## src/sv2seg_pkg.sv

```systemverilog
`default_nettype none

package sv2seg_pkg;

    localparam int MAG_W      = 32;
    localparam int BCD_DIGITS = 10;
    localparam int POS_W      = 4;
    localparam int CNT_W      = 5;
    localparam int IN_DATA_W  = 40;
    localparam int OUT_DATA_W = 16;

    localparam logic [7:0] CH_BLANK  = 8'h20;
    localparam logic [7:0] CH_DASH   = 8'h2D;
    localparam logic [7:0] CH_POINT  = 8'h80;
    localparam logic [7:0] SEG_H     = 8'h10;
    localparam logic [6:0] FONT_DASH = 7'h19;
    localparam logic [6:0] FONT_LAST = 7'h1A;

    localparam logic [7:0] FONT [27] = '{
        8'hEE, 8'h60, 8'h2F, 8'h6D, 8'hE1, 8'hCD, 8'hCF, 8'h68, 8'hEF, 8'hED,
        8'hEB, 8'hC7, 8'h8E, 8'h67, 8'h8F, 8'h8B, 8'hCE, 8'hE3, 8'h86, 8'h43,
        8'h47, 8'hAB, 8'h03, 8'h87, 8'h46, 8'h01, 8'h00
    };

    typedef enum logic [1:0] {
        ST_IDLE,
        ST_CONVERT,
        ST_WRITE,
        ST_EMIT
    } state_t;

    typedef struct packed {
        logic load;
        logic step;
    } chain_ctl_t;

    typedef logic [BCD_DIGITS-1:0][3:0] bcd_t;

    function automatic logic [7:0] char_to_seg(input logic [7:0] c);
        logic [6:0] code;
        logic [7:0] seg;
        code = c[6:0];
        if (code >= 7'h30 && code <= 7'h39) begin
            code = code - 7'h30;
        end
        case (code)
            7'h41:        code = 7'h0A;
            7'h62:        code = 7'h0B;
            7'h43:        code = 7'h0C;
            7'h44, 7'h64: code = 7'h0D;
            7'h65:        code = 7'h0E;
            7'h66, 7'h46: code = 7'h0F;
            7'h47:        code = 7'h10;
            7'h48:        code = 7'h11;
            7'h49:        code = 7'h01;
            7'h4C:        code = 7'h12;
            7'h6E:        code = 7'h13;
            7'h4F:        code = 7'h00;
            7'h6F:        code = 7'h14;
            7'h50:        code = 7'h15;
            7'h52, 7'h72: code = 7'h16;
            7'h74:        code = 7'h17;
            7'h75:        code = 7'h18;
            7'h2D:        code = FONT_DASH;
            7'h20:        code = FONT_LAST;
            default:      code = code;
        endcase
        if (code > FONT_LAST) begin
            code = FONT_DASH;
        end
        seg = FONT[code[4:0]];
        if (c[7]) begin
            seg = seg | SEG_H;
        end
        return seg;
    endfunction

endpackage

`default_nettype wire

```

## src/sv2seg_bcd_cell.sv

```systemverilog
`default_nettype none

module sv2seg_bcd_cell (
    input  wire                     aclk,
    input  wire sv2seg_pkg::chain_ctl_t ctl,
    input  wire                     shift_in,
    output logic                    shift_out,
    output logic [3:0]              digit
);

    logic [3:0] digit_reg;
    logic [3:0] digit_next;
    logic [3:0] adj;

    always_comb begin
        adj        = (digit_reg >= 4'd5) ? (digit_reg + 4'd3) : digit_reg;
        digit_next = {adj[2:0], shift_in};
    end

    always_ff @(posedge aclk) begin
        if (ctl.load) begin
            digit_reg <= 4'd0;
        end else if (ctl.step) begin
            digit_reg <= digit_next;
        end
    end

    assign shift_out = adj[3];
    assign digit     = digit_reg;

endmodule

`default_nettype wire

```

## src/sv2seg_bcd_chain.sv

```systemverilog
`default_nettype none

module sv2seg_bcd_chain (
    input  wire                             aclk,
    input  wire sv2seg_pkg::chain_ctl_t     ctl,
    input  wire [sv2seg_pkg::MAG_W-1:0]     mag,
    output sv2seg_pkg::bcd_t                digits
);

    logic [sv2seg_pkg::MAG_W-1:0]      mag_reg;
    logic [sv2seg_pkg::BCD_DIGITS-1:0] carry;

    always_ff @(posedge aclk) begin
        if (ctl.load) begin
            mag_reg <= mag;
        end else if (ctl.step) begin
            mag_reg <= {mag_reg[sv2seg_pkg::MAG_W-2:0], 1'b0};
        end
    end

    assign carry[0] = mag_reg[sv2seg_pkg::MAG_W-1];

    for (genvar k = 0; k < sv2seg_pkg::BCD_DIGITS; k++) begin : g_cell
        if (k < sv2seg_pkg::BCD_DIGITS - 1) begin : g_mid
            sv2seg_bcd_cell u_cell (
                .aclk      (aclk),
                .ctl       (ctl),
                .shift_in  (carry[k]),
                .shift_out (carry[k+1]),
                .digit     (digits[k])
            );
        end else begin : g_top
            sv2seg_bcd_cell u_cell (
                .aclk      (aclk),
                .ctl       (ctl),
                .shift_in  (carry[k]),
                .shift_out (),
                .digit     (digits[k])
            );
        end
    end

endmodule

`default_nettype wire

```

## src/signed_value_to_seven_segment_display_unit.sv

```systemverilog
// Shows a signed 32-bit value on a row of DIGIT_COUNT seven-segment positions. Each input
// word converts the magnitude to BCD in a row of ten digit cells (one shift per cycle),
// writes the digits into the display store from the start position rightward, then emits
// every position as a segment code, one output word per cycle while m_tready is high, last
// on the rightmost. A new input word is taken only after the last output word of the
// previous item has been loaded into the output register. The store resets to blanks and
// keeps its contents between items.
`default_nettype none

module signed_value_to_seven_segment_display_unit #(
    parameter int DIGIT_COUNT = 10
) (
    input  wire                                  aclk,
    input  wire                                  aresetn,
    input  wire                                  s_tvalid,
    output logic                                 s_tready,
    // value [31:0], start_position [35:32], point_position [39:36]
    input  wire [sv2seg_pkg::IN_DATA_W-1:0]      s_tdata,
    output logic                                 m_tvalid,
    input  wire                                  m_tready,
    // position [3:0], segments [11:4], zero [15:12]
    output logic [sv2seg_pkg::OUT_DATA_W-1:0]    m_tdata,
    output logic                                 m_tlast
);

    localparam int IDX_W = (DIGIT_COUNT > 1) ? $clog2(DIGIT_COUNT) : 1;
    localparam int PW    = sv2seg_pkg::POS_W;

    sv2seg_pkg::state_t     state_reg, state_next;
    sv2seg_pkg::chain_ctl_t chain_ctl;
    sv2seg_pkg::bcd_t       digits;

    logic [sv2seg_pkg::CNT_W-1:0] cnt_reg;
    logic [IDX_W-1:0]             emit_idx_reg;
    logic [PW-1:0]                start_reg;
    logic [PW-1:0]                point_reg;
    logic                         neg_reg;

    logic [7:0] store_reg  [DIGIT_COUNT];
    logic [7:0] store_next [DIGIT_COUNT];

    logic                          m_tvalid_reg;
    logic [PW-1:0]                 m_pos_reg;
    logic [7:0]                    m_seg_reg;
    logic                          m_last_reg;

    logic                          s_accept;
    logic                          emit_load;
    logic [31:0]                   in_value;
    logic [sv2seg_pkg::MAG_W-1:0]  in_mag;

    logic [PW-1:0]          start_eff;
    logic [PW-1:0]          s_pos;
    logic [PW-1:0]          p_pos;
    logic                   p_valid;
    logic                   write_ok;
    logic                   over;
    logic [3:0]             pos_digit [DIGIT_COUNT];
    logic [DIGIT_COUNT-1:0] hit;
    logic [DIGIT_COUNT-1:0] started;
    logic [DIGIT_COUNT-1:0] first;

    assign in_value = s_tdata[31:0];
    assign in_mag   = in_value[31] ? (~in_value + 32'd1) : in_value;
    assign s_accept = s_tvalid && s_tready;

    sv2seg_bcd_chain u_chain (
        .aclk   (aclk),
        .ctl    (chain_ctl),
        .mag    (in_mag),
        .digits (digits)
    );

    for (genvar i = 0; i < DIGIT_COUNT; i++) begin : g_pos
        if (DIGIT_COUNT - 1 - i < sv2seg_pkg::BCD_DIGITS) begin : g_dig
            assign pos_digit[i] = digits[DIGIT_COUNT - 1 - i];
        end else begin : g_zero
            assign pos_digit[i] = 4'd0;
        end
    end

    always_comb begin
        start_eff = (start_reg == '0) ? PW'(1) : start_reg;
        s_pos     = start_eff - PW'(1);
        write_ok  = ({1'b0, start_eff} <= 5'(DIGIT_COUNT));
        p_valid   = (point_reg != '0) && ({1'b0, point_reg} <= 5'(DIGIT_COUNT));
        p_pos     = point_reg - PW'(1);

        over = 1'b0;
        for (int k = 0; k < sv2seg_pkg::BCD_DIGITS; k++) begin
            if (digits[k] != 4'd0 && ({1'b0, s_pos} + 5'(k) >= 5'(DIGIT_COUNT))) begin
                over = 1'b1;
            end
        end

        for (int i = 0; i < DIGIT_COUNT; i++) begin
            hit[i] = (PW'(i) >= s_pos) &&
                     ((pos_digit[i] != 4'd0) || (p_valid && PW'(i) == p_pos));
        end

        for (int i = 0; i < DIGIT_COUNT; i++) begin
            started[i] = 1'b0;
            for (int j = 0; j <= i; j++) begin
                started[i] = started[i] | hit[j];
            end
        end

        for (int i = 0; i < DIGIT_COUNT; i++) begin
            first[i] = started[i] && !((i > 0) && started[(i > 0) ? i - 1 : 0]);
        end

        for (int i = 0; i < DIGIT_COUNT; i++) begin
            store_next[i] = store_reg[i];
            if (PW'(i) >= s_pos) begin
                if (over) begin
                    store_next[i] = sv2seg_pkg::CH_DASH;
                end else if (started[i]) begin
                    store_next[i] = {4'd0, pos_digit[i]};
                end else begin
                    store_next[i] = sv2seg_pkg::CH_BLANK;
                end
                if (p_valid && PW'(i) == p_pos) begin
                    store_next[i] = store_next[i] | sv2seg_pkg::CH_POINT;
                end
            end
            if (i < DIGIT_COUNT - 1) begin
                if (neg_reg && !over && first[(i < DIGIT_COUNT - 1) ? i + 1 : i]) begin
                    store_next[i] = sv2seg_pkg::CH_DASH;
                end
            end
        end
    end

    always_comb begin
        state_next     = state_reg;
        s_tready       = 1'b0;
        chain_ctl.load = 1'b0;
        chain_ctl.step = 1'b0;
        emit_load      = 1'b0;
        case (state_reg)
            sv2seg_pkg::ST_IDLE: begin
                s_tready       = aresetn;
                chain_ctl.load = s_tvalid;
                if (s_tvalid) begin
                    state_next = sv2seg_pkg::ST_CONVERT;
                end
            end
            sv2seg_pkg::ST_CONVERT: begin
                chain_ctl.step = 1'b1;
                if (cnt_reg == sv2seg_pkg::CNT_W'(sv2seg_pkg::MAG_W - 1)) begin
                    state_next = sv2seg_pkg::ST_WRITE;
                end
            end
            sv2seg_pkg::ST_WRITE: begin
                state_next = sv2seg_pkg::ST_EMIT;
            end
            sv2seg_pkg::ST_EMIT: begin
                emit_load = !m_tvalid_reg || m_tready;
                if (emit_load && emit_idx_reg == IDX_W'(DIGIT_COUNT - 1)) begin
                    state_next = sv2seg_pkg::ST_IDLE;
                end
            end
            default: begin
                state_next = sv2seg_pkg::ST_IDLE;
            end
        endcase
    end

    always_ff @(posedge aclk) begin
        if (!aresetn) begin
            state_reg <= sv2seg_pkg::ST_IDLE;
        end else begin
            state_reg <= state_next;
        end
    end

    always_ff @(posedge aclk) begin
        if (s_accept) begin
            start_reg <= s_tdata[35:32];
            point_reg <= s_tdata[39:36];
            neg_reg   <= in_value[31];
            cnt_reg   <= '0;
        end else if (state_reg == sv2seg_pkg::ST_CONVERT) begin
            cnt_reg <= cnt_reg + sv2seg_pkg::CNT_W'(1);
        end
    end

    always_ff @(posedge aclk) begin
        if (!aresetn) begin
            for (int i = 0; i < DIGIT_COUNT; i++) begin
                store_reg[i] <= sv2seg_pkg::CH_BLANK;
            end
        end else if (state_reg == sv2seg_pkg::ST_WRITE && write_ok) begin
            for (int i = 0; i < DIGIT_COUNT; i++) begin
                store_reg[i] <= store_next[i];
            end
        end
    end

    always_ff @(posedge aclk) begin
        if (!aresetn) begin
            emit_idx_reg <= '0;
            m_tvalid_reg <= 1'b0;
        end else begin
            if (state_reg == sv2seg_pkg::ST_WRITE) begin
                emit_idx_reg <= '0;
            end else if (emit_load) begin
                emit_idx_reg <= emit_idx_reg + IDX_W'(1);
            end
            if (emit_load) begin
                m_tvalid_reg <= 1'b1;
            end else if (m_tready) begin
                m_tvalid_reg <= 1'b0;
            end
        end
    end

    always_ff @(posedge aclk) begin
        if (emit_load) begin
            m_pos_reg  <= PW'(emit_idx_reg);
            m_seg_reg  <= sv2seg_pkg::char_to_seg(store_reg[emit_idx_reg]);
            m_last_reg <= (emit_idx_reg == IDX_W'(DIGIT_COUNT - 1));
        end
    end

    assign m_tvalid = m_tvalid_reg;
    assign m_tdata  = {4'd0, m_seg_reg, m_pos_reg};
    assign m_tlast  = m_last_reg;

endmodule

`default_nettype wire
```

## config.mk

```make
export PLATFORM = sky130hd
export DESIGN_NAME = signed_value_to_seven_segment_display_unit
export DESIGN_NICKNAME = d
export VERILOG_FILES = /design/src/sv2seg_pkg.sv /design/src/sv2seg_bcd_cell.sv /design/src/sv2seg_bcd_chain.sv /design/src/signed_value_to_seven_segment_display_unit.sv
export SDC_FILE = /design/constraint.sdc
export NUM_CORES = 1
export LEC_CHECK = 0
export BUFFER_PORTS_ARGS = -buffer_cell sky130_fd_sc_hd__buf_2
export CORE_MARGIN = 2
export CORE_UTILIZATION = 55
export DETAILED_ROUTE_END_ITERATION = 10
export PLACE_DENSITY = 0.8
export SLEW_MARGIN = 20
export SYNTH_ARGS = -nofsm -noshare
export SYNTH_HDL_FRONTEND = slang
export SYNTH_SLANG_ARGS = --single-unit
```

## constraint.sdc

```tcl
create_clock -name aclk -period 5.6 [get_ports aclk]
set_input_delay 1.4 -clock aclk [delete_from_list [all_inputs] [get_ports aclk]]
set_output_delay 1.4 -clock aclk [all_outputs]
set_load 0.1 [all_outputs]
```

==> out/qor.yml <==
outcome: "finished, final reports clean"
skew_ps: 9.93
portBuffers: 58
slew_headroom_pct: 36.1
post_cts_buffers: 0
grt_pass1_wl_mm: 34.2
cp_slowest_cell: "or4_4"
grt_pass1_vias: 6871
yosys_warnings: 0
power.leakage_nw: 4.09
syn_area_per_cell_um2: 9.70
stdcell_area_mm2: 0.0108
clkTransAtPathRegs_ps: 70
fmax_ghz: 0.191
largest_reg_flops: 60
worst-setup-path-type: "reg2reg"
cp-start-kind: "flip-flop"
p_clk_share_pct: 29.1
cp.arrival_ps: 5350
tns_ps: 0
routed_wl_mm: 21.4
cp_top_family: "simple AND/OR/NAND/NOR gates"
ir_drop_v: 0.000246
place_area_mm2: 0.0102
synth_commonest_cells: "114 x edfxtp_1, 105 x nand2_1, 95 x nor2_1"
endpoint_kind: "flip-flop"
critPathMaxStageDelay_ps: 520
firstDrtPassIters: 6
power-per-cell-area_mw_per_mm2: 385
fin_nets: 1143
drc_errors: 0
final_hold_viol_count: 0
netlist_instances: 1009
finalSetupViolCount: 0
yosysMostFrequentCell: "edfxtp_1"
grt_max_degree: 65
grt_util_met3_pct: 5.15
min_period_ps: 5230
n_antenna_cell: 0
p_switching_mw: 1.48
tritoncts: "done"
clk_path_buf_depth: 2
via_per_inst: 5.88
crit_buf_inv: 4
cts_max_level: 4
dpl.cell_count: 1253
synth_cell_types: 66
worst-endpoint-required_ps: 5720
fp.dieH_um: 137
seq_area_frac_synth_pct: 46.4
synthArstFlopShare_pct: 0
die-area_mm2: 0.0189
swShare_pct: 35.4
finalCritPeriodShare_pct: 93.4
ys_seq_elements: 170
slew_violations: 0
layout_setup_ws_ps: 368
via_count: 7562
ant_nets: 0
drive_above_1_share_pct: 11.8
syn_area_mm2: 0.00979
core-area_mm2: 0.0174
drt_iter0_drc: 655
fillerInstances: 1403
crit_chain: "inv_1, ha_1, nand2b_1, nand2_1, inv_1, ha_1, nand2b_1, o211ai_1, buf_4, inv_2, ha_1, nand2_1, o21bai_1, o2111ai_1, a211o_1, a211oi_1, nand2_1, or4_4, nand3_1"
worst_pin_slew_ps: 955
seqPwrFrac_pct: 41.4
clock_sinks: 170
gr-total-overflow: 0
initial_utilization_pct: 56.4
synth_enable_flop_cells: 114
ioPinCount: 63
reg2reg_from: "start_reg[2]"
holdCritStartpoint: "u_chain.g_cell[0].g_mid.u_cell.digit[3]"
grt_util_met2_pct: 36.7
synth_top_area_share_pct: 35.0
grtUsageMet1_pct: 31.7
yosys-top-cells-area: "edfxtp_1 35%, dfxtp_1 11%, ha_1 6.6%, nand2_1 4.0%, o21ai_0 3.9%"
dp_slack_ps: 518
cts_root_buf: "clkbuf_16"
share_comb_of_total_power_pct: 29.5
yosysTopAreaCell: "edfxtp_1"
worst_hold_path_type: "reg2reg"
die_w_um: 137
syn2layout_area_growth_pct: 10.8
top_usage_layer: "met2"
crit_start: "start_reg[2]"
drv_cap: 0
synth_top_flop_cell: "edfxtp_1"
crit_fanout: 12
timing.hold.ws_ps: 498
stdcell_count: 1285
grt_usage_pct: 23.5
worst_skew_pair.late_latency_ps: 430
cts_buffers: 17
rsz0062_at_grt: "no"
wl_per_cell_um: 16.6
dpl.hpwl_mm: 15.6
p_int_mw: 2.69
rows: 48
antenna_found_initial: 1
gp_congestion: 1.02
timing repair:
action                                  in CTS  in global routing
hold buffers                                 0                  0
resized for setup                            0                  1
endpoints found under the setup margin       0                  6
worst min-delay path, cell delays in order, from the launching register on:
cell and delay (ps):
dfxtp_1 340, nand2_1 60, a21oi_1 50
area by class of cell:
| type | instances | area [um2] | area share, % |
|---|---|---|---|
| timing repair buffer | 67 | 358 | 3.30 |
| inverter | 43 | 161 | 1.49 |
| sequential | 170 | 4540 | 41.9 |
| tap | 225 | 282 | 2.60 |
| multi-input combinational | 748 | 4890 | 45.1 |
| clock buffer | 19 | 453 | 4.18 |
| clock inverter | 13 | 156 | 1.44 |
stage by stage:
step | power (mW) | utilization (%)
floorplan | 2.67 | -
global placement | 2.93 | 58.9
detailed placement | 2.97 | 58.9
CTS | 4.18 | 62.4
global route | 4.39 | 62.5
finish | 4.17 | 62.5
power groups by stage:
stage	clock network [mW]	registers, mW	logic, mW
5_1_grt	1.28	1.75	1.36
6_report	1.21	1.73	1.23
2_1_floorplan	0	1.78	0.889
3_3_place_gp	0	1.75	1.19
3_5_place_dp	0	1.75	1.22
4_1_cts	1.22	1.73	1.23
worst paths after layout:
kind | endpoint | slack [ps] | depth (start not counted)
worst max-delay path | store_reg[8][7] | 370 | 19
worst min-delay path | u_chain.g_cell[0].g_mid.u_cell.digit[3] | 500 | 2
worst max register to register | store_reg[8][7] | 370 | 19
worst min register to register | u_chain.g_cell[0].g_mid.u_cell.digit[3] | 500 | 2
cell families after synthesis:
kind of cell	share of synthesized area [%]
simple gates	18.0
mux	6.20
flops	46.4
fa+ha+maj	6.65
buf+inv	3.81
other cells	0.0383
compound gates	14.1
xor+xnor	4.83
cell usage in the layout, fill, tap and decap left out, types with 12 or more instances in the layout:
| master | n |
|---|---|
| nand2_1 | 104 |
| mux4_2 | 13 |
| xnor2_1 | 14 |
| clkbuf_16 | 17 |
| or3_1 | 15 |
| inv_1 | 41 |
| xor2_1 | 40 |
| or4_1 | 12 |
| nor3_1 | 18 |
| nand2b_1 | 26 |
| mux2i_1 | 28 |
| nor2_1 | 95 |
| a21oi_1 | 63 |
| o21ai_1 | 31 |
| dfxtp_1 | 56 |
| o21ai_0 | 77 |
| o31ai_1 | 16 |
| edfxtp_1 | 114 |
| nand3_1 | 26 |
| nor2b_1 | 13 |
| ha_1 | 52 |
| buf_2 | 58 |
metal layers:
metal	wire length [um]	up-vias	part of all wire (%)
li1	-	3715	-
met1	9380	3535	44
met2	9840	258	46
met3	1480	52	6.9
met4	672	2	3.1
met5	13	-	0.061
No activity file was read; power rests on OpenSTA's default activity.
